## src/sv/sbpd_pkg.sv

```systemverilog
// Shared types and constants for the six-button pad poll decoder.
`default_nettype none

package sbpd_pkg;

	localparam int unsigned LINE_W   = 6;
	localparam int unsigned BUTTON_W = 13;
	localparam int unsigned SKIP_W   = 2;

	// Pad line bit positions
	localparam int unsigned LINE_D0 = 0;
	localparam int unsigned LINE_D1 = 1;
	localparam int unsigned LINE_D2 = 2;
	localparam int unsigned LINE_D3 = 3;
	localparam int unsigned LINE_TL = 4;
	localparam int unsigned LINE_TR = 5;

	// Button word bit positions
	localparam int unsigned BTN_UP    = 0;
	localparam int unsigned BTN_DOWN  = 1;
	localparam int unsigned BTN_LEFT  = 2;
	localparam int unsigned BTN_RIGHT = 3;
	localparam int unsigned BTN_A     = 4;
	localparam int unsigned BTN_B     = 5;
	localparam int unsigned BTN_C     = 6;
	localparam int unsigned BTN_START = 7;
	localparam int unsigned BTN_X     = 8;
	localparam int unsigned BTN_Y     = 9;
	localparam int unsigned BTN_Z     = 10;
	localparam int unsigned BTN_MODE  = 11;
	localparam int unsigned BTN_HOME  = 12;

	// Ticks skipped after the six-button phase; Home is read on the first
	localparam logic [SKIP_W-1:0] SKIP_AFTER_SIX = 2'd2;

	typedef logic [LINE_W-1:0]   lines_t;
	typedef logic [BUTTON_W-1:0] buttons_t;

	typedef struct packed {
		logic               select_high;
		logic               pad_connected;
		logic               six_pending;
		logic [SKIP_W-1:0]  skip_count;
		buttons_t           button_word;
	} poll_state_t;

	localparam poll_state_t POLL_RESET = '{
		select_high:   1'b1,
		pad_connected: 1'b0,
		six_pending:   1'b0,
		skip_count:    '0,
		button_word:   '0
	};

endpackage

`default_nettype wire

```

## src/sv/sbpd_if.sv

```systemverilog
// Valid/ready channel interfaces for pad samples and decoded button reports.
`default_nettype none

interface sbpd_sample_if;
	import sbpd_pkg::*;

	logic   valid;
	logic   ready;
	lines_t pad_lines;

	modport source (output valid, output pad_lines, input ready);
	modport sink (input valid, input pad_lines, output ready);
endinterface

interface sbpd_report_if;
	import sbpd_pkg::*;

	logic     valid;
	logic     ready;
	buttons_t buttons;
	logic     select_level;
	logic     pad_present;

	modport source (output valid, output buttons, output select_level, output pad_present,
		input ready);
	modport sink (input valid, input buttons, input select_level, input pad_present,
		output ready);
endinterface

`default_nettype wire

```

## src/sv/sbpd_decode.sv

```systemverilog
// Next-state decode of one poll tick from the current state and sampled lines.
`default_nettype none

module sbpd_decode (
	input  var sbpd_pkg::poll_state_t cur,
	input  var sbpd_pkg::lines_t      lines,
	output sbpd_pkg::poll_state_t     nxt
);
	import sbpd_pkg::*;

	lines_t pressed;

	// Lines are active low
	assign pressed = ~lines;

	always_comb begin
		nxt             = cur;
		nxt.select_high = !cur.select_high;

		if (cur.skip_count != '0) begin
			// Skip tick: only Home is read, on the first one
			if (cur.skip_count == SKIP_AFTER_SIX) begin
				nxt.button_word[BTN_HOME] = pressed[LINE_D0];
			end
			nxt.skip_count = cur.skip_count - 2'd1;
		end else if (nxt.select_high) begin
			if (cur.pad_connected) begin
				if (cur.six_pending) begin
					// Extra button phase
					nxt.button_word[BTN_Z]    = pressed[LINE_D0];
					nxt.button_word[BTN_Y]    = pressed[LINE_D1];
					nxt.button_word[BTN_X]    = pressed[LINE_D2];
					nxt.button_word[BTN_MODE] = pressed[LINE_D3];
					nxt.six_pending           = 1'b0;
					nxt.skip_count            = SKIP_AFTER_SIX;
				end else begin
					nxt.button_word[BTN_UP]    = pressed[LINE_D0];
					nxt.button_word[BTN_DOWN]  = pressed[LINE_D1];
					nxt.button_word[BTN_LEFT]  = pressed[LINE_D2];
					nxt.button_word[BTN_RIGHT] = pressed[LINE_D3];
					nxt.button_word[BTN_B]     = pressed[LINE_TL];
					nxt.button_word[BTN_C]     = pressed[LINE_TR];
				end
			end else begin
				// Two-button fallback: clear the word first
				nxt.button_word            = '0;
				nxt.button_word[BTN_UP]    = pressed[LINE_D0];
				nxt.button_word[BTN_DOWN]  = pressed[LINE_D1];
				nxt.button_word[BTN_LEFT]  = pressed[LINE_D2];
				nxt.button_word[BTN_RIGHT] = pressed[LINE_D3];
				nxt.button_word[BTN_A]     = pressed[LINE_TL];
				nxt.button_word[BTN_B]     = pressed[LINE_TR];
			end
		end else begin
			// Low phase: detect pad and six-button phase, and read A/Start when no six-button phase
			nxt.pad_connected = pressed[LINE_D2] & pressed[LINE_D3];
			nxt.six_pending   = pressed[LINE_D0] & pressed[LINE_D1];
			if (nxt.pad_connected && !nxt.six_pending) begin
				nxt.button_word[BTN_A]     = pressed[LINE_TL];
				nxt.button_word[BTN_START] = pressed[LINE_TR];
			end
		end
	end

endmodule

`default_nettype wire

```

## src/sv/six_button_pad_poll_decoder.sv

```systemverilog
// Top level of the six-button pad poll decoder.
// One sample transaction is taken every clock while the report side is ready, and each
// gives exactly one report transaction: the sample is held in an input register, and
// the decode (a few gates of flag and bit updates) runs from that register into the
// poll state and the result register. Throughput is one transaction per clock while
// the report side is ready; a stalled report holds the result register, then the
// input register, and then holds off the sample side. The select level reported with
// each result is the one that the pad should be driven with for that sample; the first
// sample after reset is taken at select low. One instance serves one pad port.
`default_nettype none

module six_button_pad_poll_decoder (
	input  wire            clk,
	input  wire            arst_n,
	sbpd_sample_if.sink    sample,
	sbpd_report_if.source  report
);
	import sbpd_pkg::*;

	logic        valid_s1;
	lines_t      lines_s1;
	logic        advance;
	poll_state_t state_q;
	poll_state_t state_next;
	logic        out_valid_q;
	buttons_t    buttons_q;
	logic        select_q;
	logic        present_q;

	// Move the input register into the result register when it is free
	assign advance      = valid_s1 && (!out_valid_q || report.ready);
	assign sample.ready = !valid_s1 || advance;

	// Input register
	always_ff @(posedge clk or negedge arst_n) begin
		if (!arst_n) begin
			valid_s1 <= 1'b0;
		end else if (sample.ready) begin
			valid_s1 <= sample.valid;
		end
	end

	always_ff @(posedge clk) begin
		if (sample.ready && sample.valid) begin
			lines_s1 <= sample.pad_lines;
		end
	end

	sbpd_decode u_decode (
		.cur   (state_q),
		.lines (lines_s1),
		.nxt   (state_next)
	);

	// Poll state
	always_ff @(posedge clk or negedge arst_n) begin
		if (!arst_n) begin
			state_q <= POLL_RESET;
		end else if (advance) begin
			state_q <= state_next;
		end
	end

	// Result register
	always_ff @(posedge clk or negedge arst_n) begin
		if (!arst_n) begin
			out_valid_q <= 1'b0;
		end else if (advance) begin
			out_valid_q <= 1'b1;
		end else if (report.ready) begin
			out_valid_q <= 1'b0;
		end
	end

	always_ff @(posedge clk) begin
		if (advance) begin
			buttons_q <= state_next.button_word;
			select_q  <= state_next.select_high;
			present_q <= state_next.pad_connected;
		end
	end

	assign report.valid        = out_valid_q;
	assign report.buttons      = buttons_q;
	assign report.select_level = select_q;
	assign report.pad_present  = present_q;

	// Skip count only ever starts at two
	assert property (@(posedge clk) disable iff (!arst_n) state_q.skip_count != 2'd3)
		else $error("skip count reached three");

	// Skipping follows a six-button phase of a present pad, pending already cleared
	assert property (@(posedge clk) disable iff (!arst_n)
		(state_q.skip_count != '0) |-> (state_q.pad_connected && !state_q.six_pending))
		else $error("skip active with pad absent or six-button phase pending");

	// Each decoded tick toggles the select level
	assert property (@(posedge clk) disable iff (!arst_n)
		advance |=> (state_q.select_high != $past(state_q.select_high)))
		else $error("select level did not toggle on a decoded tick");

	// Reported select level follows the poll state
	assert property (@(posedge clk) disable iff (!arst_n)
		out_valid_q |-> (select_q == state_q.select_high))
		else $error("reported select level differs from poll state");

endmodule

`default_nettype wire

```

## src/flat_wrapper.sv

```systemverilog
// flat-port wrapper written by rule: the top's interface ports become plain ports
module six_button_pad_poll_decoder_flat import sbpd_pkg::*;
  (clk, arst_n, sample_valid, sample_pad_lines, sample_ready, report_valid, report_buttons, report_select_level, report_pad_present, report_ready);
  sbpd_sample_if sample_i ();
  sbpd_report_if report_i ();
  input  wire clk;
  input  wire arst_n;
  input wire logic [$bits(sample_i.valid)-1:0] sample_valid;
  input wire logic [$bits(sample_i.pad_lines)-1:0] sample_pad_lines;
  output wire logic [$bits(sample_i.ready)-1:0] sample_ready;
  output wire logic [$bits(report_i.valid)-1:0] report_valid;
  output wire logic [$bits(report_i.buttons)-1:0] report_buttons;
  output wire logic [$bits(report_i.select_level)-1:0] report_select_level;
  output wire logic [$bits(report_i.pad_present)-1:0] report_pad_present;
  input wire logic [$bits(report_i.ready)-1:0] report_ready;
  assign sample_i.valid = sample_valid;
  assign sample_i.pad_lines = sample_pad_lines;
  assign sample_ready = sample_i.ready;
  assign report_valid = report_i.valid;
  assign report_buttons = report_i.buttons;
  assign report_select_level = report_i.select_level;
  assign report_pad_present = report_i.pad_present;
  assign report_i.ready = report_ready;
  six_button_pad_poll_decoder u_core (.clk(clk), .arst_n(arst_n), .sample(sample_i), .report(report_i));
endmodule
```

## config.mk

```make
export PLATFORM = sky130hd
export DESIGN_NAME = six_button_pad_poll_decoder_flat
export DESIGN_NICKNAME = d
export VERILOG_FILES = /design/src/sv/sbpd_pkg.sv /design/src/sv/sbpd_if.sv /design/src/sv/sbpd_decode.sv /design/src/sv/six_button_pad_poll_decoder.sv /design/src/flat_wrapper.sv
export SDC_FILE = /design/constraint.sdc
export NUM_CORES = 1
export LEC_CHECK = 0
export BUFFER_PORTS_ARGS = -buffer_cell sky130_fd_sc_hd__buf_2
export CAP_MARGIN = 20
export CORE_MARGIN = 3
export CORE_UTILIZATION = 43
export DETAILED_ROUTE_END_ITERATION = 10
export GPL_TIMING_DRIVEN = 0
export PLACE_DENSITY_LB_ADDON = 0.25
export SLEW_MARGIN = 20
export SYNTH_ARGS = -nofsm -noshare
export SYNTH_HDL_FRONTEND = slang
export SYNTH_SLANG_ARGS = --single-unit
```

## constraint.sdc

```tcl
create_clock -name clk -period 3.15 [get_ports clk]
set_clock_uncertainty 0.1 [all_clocks]
set_input_delay 0.63 -clock clk [delete_from_list [all_inputs] [get_ports clk]]
set_output_delay 0.63 -clock clk [all_outputs]
set_load 0.05 [all_outputs]
```

==> results of run 1 <==
-- where the power goes --
part	switching [mW]	total (mW)	internal, mW	leakage (nW)
logic	0.478	0.718	0.241	0.370
clock network	0.175	0.328	0.153	0.0450
registers	0.0649	0.801	0.736	0.462
total	0.717	1.85	1.13	0.877
-- placed cells by master, fill, tap and decap left out, types with 3 or more instances in the layout --
cell type and n:
dfrtp_1 19, nand2_1 23, edfxtp_1 21, nand2b_1 4
clkbuf_1 3, nor2_1 11, buf_2 27, a22o_2 3
buf_6 3, o31ai_1 6, inv_1 3, clkbuf_8 5
a22o_1 9, o21ai_0 17
-- worst max-delay path: stages --
cell and delay, ns:
buf_2 0.09, and2b_2 0.24, nand2_1 0.12, buf_2 0.28
-- flip-flops by register name (all words and copies together) (netlist names) --
signal and count:
u_core.state_q 18, u_core.valid_s1 1, u_core.report.buttons 13, u_core.report.pad_present 1, u_core.lines_s1 6, u_core.report.select_level 1, u_core.report.valid 1
-- cells by family after synthesis --
kind of cell,synth area share (%)
AO/OA/AOI/OAI,15.6
buffers and inverters,3.24
multiplexers,1.27
AND/OR/NAND/NOR,15.6
flip-flops,63.8
XOR/XNOR,0.493
-- routing by layer --
layer / vias up / global-route usage (%)
met3: 5 / 3.88
met4: 0 / 7.66
met2: 24 / 23.5
li1: 599 / -
met1: 580 / 19.0
met5: - / 0
-- worst max-delay path by stage --
stage	start	endpoint	slack, ns	depth (start not counted)
2_1_floorplan	u_core.report.valid	u_core.lines_s1[0]	1.18	3
3_3_place_gp	report_ready	u_core.report.buttons[10]	0.97	4
3_5_place_dp	report_ready	u_core.report.buttons[9]	0.94	4
4_1_cts	report_ready	sample_ready	1.07	4
5_1_grt	u_core.report.valid	sample_ready	1.01	3
6_report	report_ready	sample_ready	1.05	4
-- layout make-up --
cell class,count,area (sq um)
buffer,6,46.3
clock buffer,6,72.6
clock inverter,2,10.0
fill,328,1780
inverter,3,11.3
multi-input combinational,97,586
sequential,41,1130
tap,48,60.1
timing repair buffer,26,130
-- through the flow --
step	hold WS (ns)	utilization, %
CTS	0.195	53.5
floorplan	0.234	-
global route	0.214	53.5
detailed placement	0.372	51.4
finish	0.176	53.5
global placement	0.366	51.4
==> metrics.yaml, run 1 <==
status: "finished, final reports clean"
ctsRootBufferMaster: "clkbuf_8"
r2r_cells: 5
async_flop_share_pct: 48.8
hp-class: "input port to async pin"
reg2reg_slack_ns: 1.24
insertion_delay_ns: 0.30
clkTransAtPathRegs_ns: 0.08
syn_area_per_cell_sq_um: 12.1
grt_pass1_wl_mm: 5.73
drc: 0
cts_tree: "yes"
dpl.hpwl_mm: 2.39
port_buffers: 26
synthFlopType: "edfxtp_1"
post_cts_resized: 0
cp-start-kind: "input port"
yosys.area.top_type_share_pct: 35.5
rsz0062_at_grt: "false"
stdcell_area_sq_um: 2050
die-width_microns: 70.3
highest_layer: "met4"
place_ws_ns: 0.941
wl_met1_mm: 1.52
h-tree-depth: 2
cap_viol_max_count: 0
yosysMostFrequentCell: "nand2_1"
floorplan.initialDensity_pct: 46.4
r2r-start: "u_core.state_q[17]"
cts_setup_buffers: 0
global_route.overflow_total: 0
p_per_area_nw_per_um2: 902
post_dp_cell_area_sq_um: 1970
cp.arrival_ns: 1.37
drv_slew: 0
post-route-period-util_pct: 66.6
endpoint_kind: "output pin"
fin_setup_tns_ns: 0
final_cell_count_no_fill: 229
wl_met2_mm: 1.56
die_y_microns: 70.3
max_freq_mhz: 476
crit_required_ns: 2.42
hold_viol_final: 0
insertedDiodeCount: 0
syn-cell-area_sq_um: 1780
grt_max_degree: 21
grt_pass1_vias: 1232
drive_gt1_share_pct: 27.1
vias_per_cell: 5.28
yosysWarnings: 0
relSlewSlack_pct: 57.1
synth.distinct_cells: 35
gp_congestion: 0.777
worst_slew_pin_slew_ns: 0.643
total_power_mw: 1.85
r2r-end: "u_core.report.buttons[4]"
synth-seq-cells: 41
criticalPathCategory: "input port to output pin"
drtIter0Drc: 54
finalCriticalPeriod_ns: 2.10
yosysTopAreaCell: "edfxtp_1"
core_sq_um: 3830
fin_ws_ns: 1.05
syn-num-nets: 157
wl_per_cell_microns: 14.3
fp.dieArea_sq_um: 4940
critPathMaxFanout: 3
grt_usage_pct: 15.0
wirelength_mm: 3.29
first_pass_iters: 4
clk_path_buf_depth: 2
clock-sinks: 41
synth-edff-count: 21
io_pins: 27
synthTopCellsByCount: "23 x nand2_1, 21 x edfxtp_1, 19 x dfrtp_1"
syn2layout_area_growth_pct: 15.4
dr_wl_met3_microns: 149
postCtsHoldBufs: 0
placed_cells: 221
leakagePower_nw: 0.877
synth-seq-area-share_pct: 63.8
syn_inst: 147
synth.area.top_cells: "edfxtp_1 36%, dfrtp_1 27%, nand2_1 4.9%"
routed-via-count: 1208
final_antenna_net_count: 0
cts_buffers: 5
finish.net_count: 190
irDropWorstVdd_uv: 391
antenna_found_initial: 0
setup_viol: 0
rows: 22
Note: power is estimated with default switching activity, not from simulation.
==> run 2: changes to the inputs <==
==> constraint.sdc (replaced) <==
create_clock -name clk -period 1.7 [get_ports clk]
set_clock_uncertainty 0.1 [all_clocks]
set_input_delay 0.34 -clock clk [delete_from_list [all_inputs] [get_ports clk]]
set_output_delay 0.34 -clock clk [all_outputs]
set_load 0.05 [all_outputs]
==> metrics.yaml, run 2 (same netlist as run 1, synthesis figures left out) <==
gp_congestion: 0.766
insertedDiodeCount: 0
rsz0062_at_grt: "true"
ctsRootBufferMaster: "clkbuf_8"
cts_buffers: 5
largest_reg_flops: 18
wl_per_cell_microns: 15.2
stdcell_area_sq_um: 2190
hold-path-cell-count: 1
placed_cells: 221
criticalPathCategory: "flip-flop to flip-flop"
first_pass_iters: 4
port_buffers: 26
relSlewSlack_pct: 67.9
antenna_found_initial: 0
hp-class: "input port to flip-flop"
io_pins: 27
endpoint_kind: "flip-flop"
finish.net_count: 198
setup_viol: 0
floorplan.initialDensity_pct: 46.4
core_sq_um: 3830
mostFrequentLayoutCell: "buf_2"
die-width_microns: 70.3
insertion_delay_ns: 0.29
dpl.hpwl_mm: 2.39
fp.dieArea_sq_um: 4940
rows: 22
cap_viol_max_count: 0
drtIter0Drc: 93
grt_pass1_vias: 1265
clock-sinks: 41
status: "finished, final reports clean"
fillers: 334
finalCriticalPeriod_ns: 1.66
drc: 0
vias_per_cell: 5.45
grt_usage_pct: 15.3
cts_tree: "yes"
fin_setup_tns_ns: 0
switching_share_pct: 39.1
fin_ws_ns: 0.0437
global_route.overflow_total: 0
routed-via-count: 1292
wirelength_mm: 3.60
p_int_mw: 2.22
power_frac_comb_pct: 42.0
clkTransAtPathRegs_ns: 0.08
regMostFlops: "u_core.state_q"
drv_slew: 0
place_ws_ns: -0.196
final_cell_mix: "26 x buf_2, 21 x edfxtp_1, 19 x nand2_1"
post-route-period-util_pct: 97.4
syn2layout_area_growth_pct: 23.2
switching_power_mw: 1.43
post_dp_cell_area_sq_um: 1970
cp-start-kind: "flip-flop"
grt_max_degree: 21
cp.arrival_ns: 1.74
final_cell_count_no_fill: 237
critPathMaxFanout: 8
irDropWorstVdd_uv: 796
max_freq_mhz: 604
leakagePower_nw: 0.927
clk_path_buf_depth: 2
hold_viol_final: 0
h-tree-depth: 2
final_antenna_net_count: 0
r2r_cells: 6
die_y_microns: 70.3
crit_required_ns: 1.78
drive_gt1_share_pct: 37.0
seqPwrFrac_pct: 41.0
worst_slew_pin_slew_ns: 0.482
grt_pass1_wl_mm: 5.89
p_per_area_nw_per_um2: 1670
p_clk_share_pct: 17.0
[run 2: changes by cell type in the layout (fill, tap and decap cells not counted), sizes merged]
cell	change
buf	+8
clkbuf	-2
clkinvlp	+2
dlygate4sd3	+1
inv	-1
[run 2: power by group through the flow]
stage          clock network, mW  registers (mW)  logic (mW)
2_1_floorplan                  0            1.80       0.762
3_3_place_gp                   0            1.49        1.30
3_5_place_dp                   0            1.50        1.35
4_1_cts                    0.629            1.48        1.44
5_1_grt                    0.680            1.52        1.65
6_report                   0.620            1.49        1.53
[run 2: through the flow]
stage | total power, mW | hold WS, ns | util [%]
after floorplan | 2.56 | -0.0556 | -
after global placement | 2.79 | 0.222 | 51.5
after detailed placement | 2.85 | 0.232 | 51.5
after CTS | 3.55 | 0.110 | 55.7
after global routing | 3.85 | 0.0991 | 57.2
final | 3.64 | 0.116 | 57.2
[run 2: worst max-delay path, cell delays in order (launching register included)]
cell and delay (ns):
dfrtp_1 0.38, buf_6 0.14, or3_4 0.36, buf_6 0.14, nor3_4 0.14, nand2_2 0.09, a22o_1 0.19
[run 2: worst paths after layout]
kind / start / endpoint / slack (ns)
max: u_core.state_q[14] / u_core.state_q[9] / 0.04
min: sample_pad_lines[2] / u_core.lines_s1[2] / 0.12
max reg2reg: u_core.state_q[14] / u_core.state_q[9] / 0.04
min reg2reg: u_core.state_q[0] / u_core.state_q[0] / 0.39
max in group asynchronous: arst_n / u_core.report.valid / 0.72
min in group asynchronous: arst_n / u_core.state_q[11] / 0.43
[run 2: layer usage]
layer | track usage (%) | wire (microns)
met3 | 4.89 | 217
met5 | 0 | 0
met4 | 5.74 | 80
met2 | 25.6 | 1820
met1 | 18.4 | 1480
[run 2: area by class of cell]
class / count / area [sq um] / share of cell area (%)
Clock buffer: 5 / 68.8 / 3.15
Clock inverter: 3 / 17.5 / 0.801
Inverter: 3 / 15.0 / 0.686
Tap cell: 48 / 60.1 / 2.75
Timing Repair Buffer: 34 / 199 / 9.10
Sequential cell: 41 / 1130 / 51.8
Buffer: 6 / 53.8 / 2.46
Multi-Input combinational cell: 97 / 639 / 29.2
[run 2: what timing repair did]
item                                    in CTS  in global routing
hold buffers                                 1                  0
endpoints found under the hold margin       19                  0
gates resized for setup                      9                 10
setup buffers                                4                  3
endpoints found under the setup margin      30                 29
gates cloned                                 0                  0
pin swaps                                    2                  4
==> run 3: changes to the inputs <==
--- a/config.mk
+++ b/config.mk
@@ -15,4 +15,5 @@
 export SLEW_MARGIN = 20
 export SYNTH_ARGS = -nofsm -noshare
 export SYNTH_HDL_FRONTEND = slang
+export SYNTH_HIERARCHICAL = 1
 export SYNTH_SLANG_ARGS = --single-unit
==> metrics.yaml, run 3 <==
clock-sinks: 41
leakagePower_nw: 1.07
finish.net_count: 189
finalCriticalPeriod_ns: 1.82
global_route.overflow_total: 0
yosysMostFrequentCell: "edfxtp_1"
rows: 23
worstHoldStart: "sample_pad_lines[0]"
insertedDiodeCount: 0
yosysTopAreaCell: "edfxtp_1"
syn-num-nets: 142
rsz0062_at_grt: "true"
grt_pass1_vias: 1273
io_pins: 27
setup_viol: 11
syn_inst: 132
syn_area_per_cell_sq_um: 13.9
drtIter0Drc: 63
dpl.hpwl_mm: 2.38
finalHoldWorstSlack_ns: 0.116
syn-cell-area_sq_um: 1840
vias_per_cell: 5.49
hold_viol_final: 0
insertion_delay_ns: 0.30
crit_required_ns: 1.78
irDropWorstVdd_uv: 628
regMostFlops: "u_core/state_q"
worst_slew_pin_slew_ns: 0.488
max_freq_mhz: 548
total_power_mw: 4.15
cap_viol_max_count: 0
yosys.area.top_type_share_pct: 34.3
drv_slew: 0
final_antenna_net_count: 0
async_flop_share_pct: 48.8
fin_ws_ns: -0.123
p_per_area_nw_per_um2: 1720
endpoint_kind: "flip-flop"
routed-via-count: 1262
antenna_found_initial: 0
die_y_microns: 71.4
grt_max_degree: 21
die-width_microns: 71.4
grt_pass1_wl_mm: 6.13
grt_usage_pct: 15.9
largest_reg_flops: 18
synth-seq-area-share_pct: 61.5
synth-edff-count: 21
final_cell_mix: "26 x buf_2, 21 x edfxtp_1, 18 x dfrtp_1"
cts_tree: "yes"
r2r-start: "u_core/state_q[14]"
h-tree-depth: 2
gp_congestion: 0.861
path_cells: "clkbuf_8, or3_4, buf_6, a211o_1, mux2_4"
critPathTopFamily: "simple AND/OR/NAND/NOR gates"
post-route-period-util_pct: 107
failed_checks: "negative setup slack"
ctsRootBufferMaster: "clkbuf_8"
crit_path_start: "u_core/state_q[14]"
synthTopCellsByCount: "21 x edfxtp_1, 19 x dfrtp_1, 14 x nand2_1"
synth-seq-cells: 41
yosysWarnings: 6
cp.arrival_ns: 1.91
crit_buf_inv: 2
fp.dieArea_sq_um: 5100
hp-class: "input port to flip-flop"
first_pass_iters: 5
wirelength_mm: 4.01
relSlewSlack_pct: 67.5
drive_gt1_share_pct: 58.3
wl_per_cell_microns: 17.4
cp-start-kind: "flip-flop"
clkTransAtPathRegs_ns: 0.07
post_dp_cell_area_sq_um: 2050
criticalPathCategory: "flip-flop to flip-flop"
mostFrequentLayoutCell: "buf_2"
critPathMaxFanout: 5
synth.distinct_cells: 39
critical-path-slowest-cell: "or3_4"
stdcell_area_sq_um: 2410
floorplan.initialDensity_pct: 45.4
drc: 0
syn2layout_area_growth_pct: 30.9
clk_path_buf_depth: 2
status: "finished, violations left"
synth.area.top_cells: "edfxtp_1 34%, dfrtp_1 26%, mux2_4 7.3%"
synthFlopType: "edfxtp_1"
cp_slowest_stage_delay_ns: 0.40
core_sq_um: 4060
cts_buffers: 5
port_buffers: 26
## run 3: cell types whose count changed after synthesis, moves of 3 or more
cell,change
a22o_1,-7
a22o_2,-3
mux2_2,+7
mux2_4,+9
nand2_1,-9
nand2b_1,-3
nor2_1,-8
o21ai_0,-7
## run 3: final timing paths
kind	end	slack (ns)	cells after the start
min in group asynchronous	u_core/state_q[8]	0.43	2
min reg2reg	u_core/state_q[12]	0.41	1
max in group asynchronous	u_core/report.valid	0.71	2
min	u_core/lines_s1[0]	0.12	1
max reg2reg	u_core/state_q[5]	-0.12	5
max	u_core/state_q[5]	-0.12	5
## run 3: worst reg2reg max path: stages (launching register included)
cell and delay (ns):
dfrtp_1 0.38, clkbuf_8 0.15, or3_4 0.40, buf_6 0.15, a211o_1 0.26, mux2_4 0.27
## run 3: metal layers
| metal | up-vias | wire length (microns) | track usage [%] | share of wire [%] |
|---|---|---|---|---|
| li1 | 579 | - | - | - |
| met4 | 0 | 139 | 8.35 | 3.5 |
| met1 | 623 | 1670 | 18.9 | 42 |
| met2 | 45 | 1980 | 25.1 | 49 |
| met5 | - | 0 | 0 | 0 |
| met3 | 15 | 217 | 5.75 | 5.4 |
## run 3: what timing repair did
item                                   4_1_cts  5_1_grt
hold buffers                                 1        0
pin swaps                                    8        3
setup buffers                                8        6
gates cloned                                 1        0
endpoints found under the hold margin       19        0
setup endpoints to repair                   36       41
resized for setup                           22       32
## run 3: where the power goes
part	switching [mW]	internal, mW	leakage (nW)
Sequential	0.179	1.38	0.461
Clock	0.328	0.284	0.0450
Combinational	1.08	0.892	0.565
## run 3: final cells by class
class	count	area, sq um
multi-input combinational	81	782
tap	50	62.6
sequential	41	1130
clock buffer	6	72.6
timing repair buffer	42	279
inverter	3	15.0
clock inverter	2	10.0
buffer	5	55.1
fill	341	1650
## run 3: logic make-up (layout without fill, tap and decap cells)
group	count (synthesis)	count (layout)	synth area share, %
AOI/OAI and AO/OA	26	26	10.4
muxes	18	18	12.8
and+or+nand+nor	37	37	11.4
DFF	41	41	61.5
buffers and inverters	10	58	3.87
## run 3: per-stage QoR
stage | util, % | std cells | worst slack (ns) | TNS (ns)
CTS | 55.8 | 225 | -0.117 | -2.26
finish | 59.4 | 230 | -0.123 | -0.930
global placement | 50.5 | 208 | -0.202 | -2.93
detailed placement | 50.5 | 208 | -0.216 | -4.59
floorplan | - | 132 | -0.136 | -0.751
global route | 59.4 | 230 | -0.180 | -1.69
